[config.mk]
export PLATFORM = sky130hd
export DESIGN_NAME = sm4_block_cipher_unit
export DESIGN_NICKNAME = d
export VERILOG_FILES = /design/src/rtl/sm4_pkg.sv /design/src/rtl/sm4_key_ram.sv /design/src/rtl/sm4_datapath.sv /design/src/rtl/sm4_ctrl.sv /design/src/rtl/sm4_block_cipher_unit.sv
export SDC_FILE = /design/constraint.sdc
export NUM_CORES = 2
export LEC_CHECK = 0
export ABC_AREA = 1
export BUFFER_PORTS_ARGS = -buffer_cell sky130_fd_sc_hd__clkbuf_2
export CAP_MARGIN = 10
export CORE_MARGIN = 5
export CORE_UTILIZATION = 35
export DETAILED_ROUTE_END_ITERATION = 16
export PLACE_DENSITY = 0.57
export SYNTH_ARGS = -nofsm -noshare
export SYNTH_HDL_FRONTEND = slang
export SYNTH_SLANG_ARGS = --single-unit
[constraint.sdc]
create_clock -name clk -period 9.7 [get_ports clk]
set_input_delay 0.97 -clock clk [delete_from_list [all_inputs] [get_ports clk]]
set_output_delay 0.97 -clock clk [all_outputs]
set_load 0.005 [all_outputs]
[src/rtl/sm4_pkg.sv]
// Package for the SM4 block cipher unit: item types, state machine codes,
// register indexes, the S-box table and the round function helpers.
// No dependencies.
`timescale 1ns / 1ps
package sm4_pkg;

  typedef struct packed {
    logic [63:0] block_high;
    logic [63:0] block_low;
  } block_t;

  typedef struct packed {
    logic [63:0] result_high;
    logic [63:0] result_low;
  } result_t;

  typedef enum logic [2:0] {
    ST_IDLE,
    ST_KEY,
    ST_LOAD,
    ST_DATA,
    ST_DONE
  } state_t;

  typedef struct packed {
    logic load_key;
    logic load_blk;
    logic step;
    logic key_sched;
  } dp_ctrl_t;

  localparam int ROUNDS = 32;
  localparam int RK_AW  = 5;

  localparam logic [1:0] REG_KEY_HIGH     = 2'd0;
  localparam logic [1:0] REG_KEY_LOW      = 2'd1;
  localparam logic [1:0] REG_DECRYPT_MODE = 2'd2;

  localparam logic [127:0] FK = 128'ha3b1bac6_56aa3350_677d9197_b27022dc;

  localparam logic [7:0] SBOX [256] = '{
    8'hd6,8'h90,8'he9,8'hfe,8'hcc,8'he1,8'h3d,8'hb7,8'h16,8'hb6,8'h14,8'hc2,8'h28,8'hfb,8'h2c,8'h05,
    8'h2b,8'h67,8'h9a,8'h76,8'h2a,8'hbe,8'h04,8'hc3,8'haa,8'h44,8'h13,8'h26,8'h49,8'h86,8'h06,8'h99,
    8'h9c,8'h42,8'h50,8'hf4,8'h91,8'hef,8'h98,8'h7a,8'h33,8'h54,8'h0b,8'h43,8'hed,8'hcf,8'hac,8'h62,
    8'he4,8'hb3,8'h1c,8'ha9,8'hc9,8'h08,8'he8,8'h95,8'h80,8'hdf,8'h94,8'hfa,8'h75,8'h8f,8'h3f,8'ha6,
    8'h47,8'h07,8'ha7,8'hfc,8'hf3,8'h73,8'h17,8'hba,8'h83,8'h59,8'h3c,8'h19,8'he6,8'h85,8'h4f,8'ha8,
    8'h68,8'h6b,8'h81,8'hb2,8'h71,8'h64,8'hda,8'h8b,8'hf8,8'heb,8'h0f,8'h4b,8'h70,8'h56,8'h9d,8'h35,
    8'h1e,8'h24,8'h0e,8'h5e,8'h63,8'h58,8'hd1,8'ha2,8'h25,8'h22,8'h7c,8'h3b,8'h01,8'h21,8'h78,8'h87,
    8'hd4,8'h00,8'h46,8'h57,8'h9f,8'hd3,8'h27,8'h52,8'h4c,8'h36,8'h02,8'he7,8'ha0,8'hc4,8'hc8,8'h9e,
    8'hea,8'hbf,8'h8a,8'hd2,8'h40,8'hc7,8'h38,8'hb5,8'ha3,8'hf7,8'hf2,8'hce,8'hf9,8'h61,8'h15,8'ha1,
    8'he0,8'hae,8'h5d,8'ha4,8'h9b,8'h34,8'h1a,8'h55,8'had,8'h93,8'h32,8'h30,8'hf5,8'h8c,8'hb1,8'he3,
    8'h1d,8'hf6,8'he2,8'h2e,8'h82,8'h66,8'hca,8'h60,8'hc0,8'h29,8'h23,8'hab,8'h0d,8'h53,8'h4e,8'h6f,
    8'hd5,8'hdb,8'h37,8'h45,8'hde,8'hfd,8'h8e,8'h2f,8'h03,8'hff,8'h6a,8'h72,8'h6d,8'h6c,8'h5b,8'h51,
    8'h8d,8'h1b,8'haf,8'h92,8'hbb,8'hdd,8'hbc,8'h7f,8'h11,8'hd9,8'h5c,8'h41,8'h1f,8'h10,8'h5a,8'hd8,
    8'h0a,8'hc1,8'h31,8'h88,8'ha5,8'hcd,8'h7b,8'hbd,8'h2d,8'h74,8'hd0,8'h12,8'hb8,8'he5,8'hb4,8'hb0,
    8'h89,8'h69,8'h97,8'h4a,8'h0c,8'h96,8'h77,8'h7e,8'h65,8'hb9,8'hf1,8'h09,8'hc5,8'h6e,8'hc6,8'h84,
    8'h18,8'hf0,8'h7d,8'hec,8'h3a,8'hdc,8'h4d,8'h20,8'h79,8'hee,8'h5f,8'h3e,8'hd7,8'hcb,8'h39,8'h48
  };

  function automatic logic [31:0] sub_word(input logic [31:0] x);
    return {SBOX[x[31:24]], SBOX[x[23:16]], SBOX[x[15:8]], SBOX[x[7:0]]};
  endfunction

  function automatic logic [31:0] lin_data(input logic [31:0] b);
    return b ^ {b[29:0], b[31:30]} ^ {b[21:0], b[31:22]} ^ {b[13:0], b[31:14]}
             ^ {b[7:0], b[31:8]};
  endfunction

  function automatic logic [31:0] lin_key(input logic [31:0] b);
    return b ^ {b[18:0], b[31:19]} ^ {b[8:0], b[31:9]};
  endfunction

  // byte j of CK[i] is (4*i + j) * 7 mod 256
  function automatic logic [31:0] ck_word(input logic [RK_AW-1:0] i);
    logic [7:0]  base;
    logic [31:0] w;
    base = {1'b0, i, 2'b00};
    for (int j = 0; j < 4; j++) begin
      w[31-8*j -: 8] = 8'((base + 8'(j)) * 8'd7);
    end
    return w;
  endfunction

endpackage

[src/rtl/sm4_key_ram.sv]
// Round key store: 32 x 32-bit synchronous memory, one write and one read port.
// Read data is registered. Uses sm4_pkg.
`timescale 1ns / 1ps
module sm4_key_ram (
  input  logic                     clk,
  input  logic                     we,
  input  logic [sm4_pkg::RK_AW-1:0] waddr,
  input  logic [31:0]              wdata,
  input  logic [sm4_pkg::RK_AW-1:0] raddr,
  output logic [31:0]              rdata
);
  import sm4_pkg::*;

  logic [31:0] mem [ROUNDS];

  always_ff @(posedge clk) begin
    if (we) begin
      mem[waddr] <= wdata;
    end
    rdata <= mem[raddr];
  end

endmodule

[src/rtl/sm4_datapath.sv]
// Shared round unit: four-word window plus one S-box round per cycle while step
// is high, used for both key expansion and data rounds. Uses sm4_pkg.
`timescale 1ns / 1ps
module sm4_datapath (
  input  logic                      clk,
  input  sm4_pkg::dp_ctrl_t         ctrl,
  input  logic [sm4_pkg::RK_AW-1:0] cnt,
  input  logic [127:0]              key,
  input  logic [127:0]              blk,
  input  logic [31:0]               rk,
  output logic [31:0]               new_word,
  output sm4_pkg::result_t          result
);
  import sm4_pkg::*;

  logic [31:0] w [4];
  logic [31:0] mix;
  logic [31:0] sb;
  logic [127:0] kx;

  assign kx = key ^ FK;

  always_comb begin
    mix      = w[1] ^ w[2] ^ w[3] ^ (ctrl.key_sched ? ck_word(cnt) : rk);
    sb       = sub_word(mix);
    new_word = w[0] ^ (ctrl.key_sched ? lin_key(sb) : lin_data(sb));
  end

  always_ff @(posedge clk) begin
    if (ctrl.load_key) begin
      w[0] <= kx[127:96];
      w[1] <= kx[95:64];
      w[2] <= kx[63:32];
      w[3] <= kx[31:0];
    end else if (ctrl.load_blk) begin
      w[0] <= blk[127:96];
      w[1] <= blk[95:64];
      w[2] <= blk[63:32];
      w[3] <= blk[31:0];
    end else if (ctrl.step) begin
      w[0] <= w[1];
      w[1] <= w[2];
      w[2] <= w[3];
      w[3] <= new_word;
    end
  end

  assign result.result_high = {w[3], w[2]};
  assign result.result_low  = {w[1], w[0]};

endmodule

[src/rtl/sm4_ctrl.sv]
// Sequencer: runs key expansion when the key changed, then the 32 data rounds,
// and drives the round key store addresses. Uses sm4_pkg.
`timescale 1ns / 1ps
module sm4_ctrl (
  input  logic                      clk,
  input  logic                      rst,
  input  logic                      start,
  input  logic                      key_write,
  input  logic                      decrypt_mode,
  output logic                      busy,
  output logic                      done,
  output sm4_pkg::dp_ctrl_t         ctrl,
  output logic [sm4_pkg::RK_AW-1:0] cnt,
  output logic                      ram_we,
  output logic [sm4_pkg::RK_AW-1:0] ram_raddr
);
  import sm4_pkg::*;

  state_t             state;
  state_t             state_next;
  logic               keys_ready;
  logic [RK_AW-1:0]   ridx;
  logic               last;

  assign last = (cnt == RK_AW'(ROUNDS - 1));

  always_comb begin
    state_next = state;
    case (state)
      ST_IDLE: begin
        if (start) begin
          state_next = keys_ready ? ST_LOAD : ST_KEY;
        end
      end
      ST_KEY:  if (last) state_next = ST_LOAD;
      ST_LOAD: state_next = ST_DATA;
      ST_DATA: if (last) state_next = ST_DONE;
      ST_DONE: state_next = ST_IDLE;
      default: state_next = ST_IDLE;
    endcase
  end

  always_comb begin
    busy           = (state != ST_IDLE);
    done           = (state == ST_DONE);
    ctrl.load_key  = (state == ST_IDLE) && start && !keys_ready;
    ctrl.load_blk  = (state == ST_LOAD);
    ctrl.step      = (state == ST_KEY) || (state == ST_DATA);
    ctrl.key_sched = (state == ST_KEY);
    ram_we         = (state == ST_KEY);
    ridx           = (state == ST_LOAD) ? '0 : cnt + RK_AW'(1);
    ram_raddr      = decrypt_mode ? ~ridx : ridx;
  end

  always_ff @(posedge clk) begin
    if (rst) begin
      state      <= ST_IDLE;
      cnt        <= '0;
      keys_ready <= 1'b0;
    end else begin
      state <= state_next;
      cnt   <= ctrl.step ? cnt + RK_AW'(1) : '0;
      if (key_write) begin
        keys_ready <= 1'b0;
      end else if (state == ST_KEY && last) begin
        keys_ready <= 1'b1;
      end
    end
  end

endmodule

[src/rtl/sm4_block_cipher_unit.sv]
// Top level of the SM4 block cipher unit: configuration registers, input item
// capture, sequencer, shared round unit and round key store. Uses sm4_pkg.
//
// Usage:
//   Configuration: cfg_we writes cfg_data into register cfg_index (0 key_high,
//   1 key_low, 2 decrypt_mode, bit 0 only); index 3 is ignored. Write only
//   while busy is low. A key write marks the round keys stale.
//   Input: an item is taken at a clock edge with start high and busy low.
//   Output: done is high for one cycle with the result on result.
//   Sequence: a taken item passes the load state, then 32 rounds on the shared
//   round unit, then the done state; busy drops the next cycle, so a new item is
//   taken only after done. The first item after a key write first runs the key
//   expansion into the round key store, before the load state.
//   Round keys come from the store one per round through its registered read
//   port, with the address issued in the cycle before the round that uses it.
//   Reset: rst (synchronous) returns to idle, clears the key and mode to zero
//   and marks the keys stale. The receiver cannot stall; done is not held.
`timescale 1ns / 1ps
module sm4_block_cipher_unit (
  input  logic              clk,
  input  logic              rst,
  input  logic              start,
  output logic              busy,
  input  sm4_pkg::block_t   block,
  output logic              done,
  output sm4_pkg::result_t  result,
  input  logic              cfg_we,
  input  logic [1:0]        cfg_index,
  input  logic [63:0]       cfg_data
);
  import sm4_pkg::*;

  logic [63:0]      key_high;
  logic [63:0]      key_low;
  logic             decrypt_mode;
  logic             key_write;
  logic [127:0]     blk;
  dp_ctrl_t         ctrl;
  logic [RK_AW-1:0] cnt;
  logic             ram_we;
  logic [RK_AW-1:0] ram_raddr;
  logic [31:0]      rk;
  logic [31:0]      new_word;

  assign key_write = cfg_we && (cfg_index == REG_KEY_HIGH || cfg_index == REG_KEY_LOW);

  always_ff @(posedge clk) begin
    if (rst) begin
      key_high     <= '0;
      key_low      <= '0;
      decrypt_mode <= 1'b0;
    end else if (cfg_we) begin
      case (cfg_index)
        REG_KEY_HIGH:     key_high     <= cfg_data;
        REG_KEY_LOW:      key_low      <= cfg_data;
        REG_DECRYPT_MODE: decrypt_mode <= cfg_data[0];
        default: ;
      endcase
    end
  end

  always_ff @(posedge clk) begin
    if (start && !busy) begin
      blk <= block;
    end
  end

  sm4_ctrl u_ctrl (
    .clk          (clk),
    .rst          (rst),
    .start        (start),
    .key_write    (key_write),
    .decrypt_mode (decrypt_mode),
    .busy         (busy),
    .done         (done),
    .ctrl         (ctrl),
    .cnt          (cnt),
    .ram_we       (ram_we),
    .ram_raddr    (ram_raddr)
  );

  sm4_key_ram u_ram (
    .clk   (clk),
    .we    (ram_we),
    .waddr (cnt),
    .wdata (new_word),
    .raddr (ram_raddr),
    .rdata (rk)
  );

  sm4_datapath u_dp (
    .clk      (clk),
    .ctrl     (ctrl),
    .cnt      (cnt),
    .key      ({key_high, key_low}),
    .blk      (blk),
    .rk       (rk),
    .new_word (new_word),
    .result   (result)
  );

endmodule

==> impl_metrics.json <==
{
  "synthAdderAreaFrac_pct": 1.08,
  "max_stage_delay_ps": 730,
  "layout-drive-gt1-share_pct": 10.6,
  "nets": 8516,
  "maxSlewHeadroom_pct": 11.8,
  "gp_congestion": 1.03,
  "drtAntennaViolNets": 0,
  "crit_path_frequent_cell": "nand2_1",
  "final_util_pct": 39.6,
  "rows": 168,
  "drtIter0Drc": 10111,
  "vias_per_cell": 5.91,
  "grt_pass1_vias": 60454,
  "synth.net_count": 8424,
  "holdPathEnd": "blk[89]",
  "htreeDepth": 4,
  "cts_root_buf": "clkbuf_16",
  "clock_latency_ps": 790,
  "cts_made_buffers": 142,
  "syn_area_per_cell_um2": 9.04,
  "syn_area_mm2": 0.0738,
  "critPathLaunchType": "register",
  "hp-start": "block[89]",
  "status": "completed",
  "worstPathMaxFanout": 41,
  "hold_path_class": "input port to register",
  "yosysSeqAreaShare_pct": 56.7,
  "hold_viol_final": 0,
  "finalSetupViolations": 0,
  "ctsHoldBuffers": 0,
  "required_ps": 10230,
  "tightest_slew_ps": 1320,
  "layout_commonest_cell": "nand2_1",
  "grt_use_total_pct": 28.3,
  "vias": 66186,
  "synth_top_family_by_area": "simple AND/OR/NAND/NOR gates",
  "cts_tree": "built",
  "synth-compound-area-share_pct": 11.7,
  "grt_pass1_wl_um": 459000,
  "clk_pin_slew_ps": 60,
  "drt_wl_total_um": 329000,
  "path_buf_inv": 5,
  "yosys_warnings": 0,
  "r2r-end": "u_dp.w[3][13]",
  "rsz0062_at_grt": "false",
  "syn_inst": 8166,
  "antenna_found_initial": 22,
  "cp_slowest_cell": "dfxtp_1",
  "area_delta_synth_final_pct": 12.5,
  "synth_ff_type": "edfxtp_1",
  "r2r_slack_ps": 2890,
  "r2r-start": "u_ctrl.cnt[0]",
  "io_buffers": 327,
  "ctsResizeCount": 0,
  "setup.worst_path.end_class": "register",
  "final_cell_mix": "1985 x nand2_1, 1280 x edfxtp_1, 1257 x nand3_1",
  "whs_path_depth": 1,
  "netlist-cell-type-count": 51,
  "cp_top_family": "simple AND/OR/NAND/NOR gates",
  "maxCapViolCount": 0,
  "dieArea_mm2": 0.220,
  "wl_per_cell_um": 29.3,
  "die_w_um": 469,
  "tns_ps": 0,
  "ys_ff_latch": 1450,
  "cts_buffer_depth": 3,
  "first_pass_iters": 7,
  "overflow": 0,
  "die_h_um": 469,
  "post-cts-setup-buffers": 0,
  "crit_chain": "fa_1, fa_1, inv_1, o21ai_1, inv_1, nand2_1, nand2_2, inv_2, buf_4, nand3_1, nand3_1, nand3_1, nand2_1, nand2_1, nand2_1, nand3_1, nand2_1, inv_1, nand2_1, nand3_1, nand3b_1, nand2_1, nand2_1, nand2_1",
  "critPathKind": "register to register",
  "dp_hpwl_um": 212000,
  "clkSinkCount": 1450,
  "synthMuxAreaShare_pct": 0.0136,
  "slew_violations": 0,
  "synth_edf_count": 1280,
  "whs_ps": 352,
  "initial_core_util_pct": 35.2,
  "clock_skew_ps": 32.3,
  "post-route-period-util_pct": 70.3,
  "synth_xor_area_share_pct": 1.04,
  "yosys.area_share.simple_pct": 24.3,
  "ios": 328,
  "fmax_ghz": 0.147,
  "coreArea_mm2": 0.210,
  "grt_max_degree": 173,
  "critPathLaunch": "u_ctrl.cnt[0]",
  "finalCriticalPeriod_ps": 6810,
  "r2r_cells": 24,
  "cp_data_arrival_time_ps": 7340,
  "synthArstFlopShare_pct": 0,
  "drc": 0
}
stage by stage:
step | worst slack (ps) | instance area, µm² | std cells
global route | 2580 | 83000 | 11194
floorplan | 560 | 73800 | 8166
CTS | 2850 | 82900 | 11178
finish | 2890 | 83000 | 11197
detailed placement | 2950 | 78100 | 10913
global placement | 2990 | 78100 | 10913
sequential cells by signal, indices dropped and copies added, names as in the netlist:
signal             cells
u_dp.w               128
u_ram.rdata           32
blk                  128
u_ram.mem           1024
key_low               64
key_high              64
decrypt_mode           1
u_ctrl.state           3
u_ctrl.cnt             5
u_ctrl.keys_ready      1
per-layer routing:
layer	global-route usage, %	wire length [µm]	vias to the layer above
met5	0	55	-
met1	39.3	134000	32699
met3	5.64	33300	663
li1	-	-	28876
met4	11.9	15600	8
met2	43.2	145000	3940
cell families (layout without fill, tap and decap cells):
group                      Yosys count  count (layout)
and+or+nand+nor                   4235            4235
DFF                               1450            1450
other                                0              13
AOI/OAI and AO/OA                 1462            1462
adders and majority gates           60              60
buffers and inverters              878            1091
muxes                                1               1
xor gates and xnor gates            80              80
worst max-delay path by stage:
stage,cells after the start,to
detailed placement,28,u_dp.w[3][30]
floorplan,4,u_dp.w[0][0]
CTS,28,u_dp.w[3][30]
finish,24,u_dp.w[3][13]
global placement,26,u_dp.w[3][30]
global route,28,u_ram.mem[4][22]
cell type report:
type | count | area, µm²
Tap cell | 2805 | 3510
Sequential cell | 1450 | 41800
Multi-Input combinational cell | 5838 | 28600
Inverter | 367 | 1400
Clock inverter | 88 | 825
Fill cell | 21138 | 127000
Timing Repair Buffer | 459 | 2840
Antenna cell | 13 | 32.5
Clock buffer | 177 | 3960
cell usage after synthesis, types with 16 or more instances:
cell      number  share of area [%]
clkbuf_1     316                1.6
a22oi_1       26               0.26
nand3_1     1257                8.5
o21ai_0      809                5.5
nand2_1     1995                 10
buf_4         59               0.60
o21ai_1       21               0.14
ha_1          54               0.92
nand2_2       75               0.64
a21oi_1      147                1.0
a31oi_1       66               0.56
xnor2_1       28               0.33
buf_2        101               0.68
inv_2         35               0.18
o211ai_1      94               0.96
edfxtp_1    1280                 52
nor2_1       830                4.2
buf_1         17              0.086
xor2_1        45               0.53
o221ai_1     190                2.3
dfxtp_1      170                4.6
buf_6         16               0.24
o22ai_1       74               0.63
inv_1        330                1.7
Power is not shown: default switching activity piles up to over one toggle a cycle in this logic, so the estimate is an artifact.
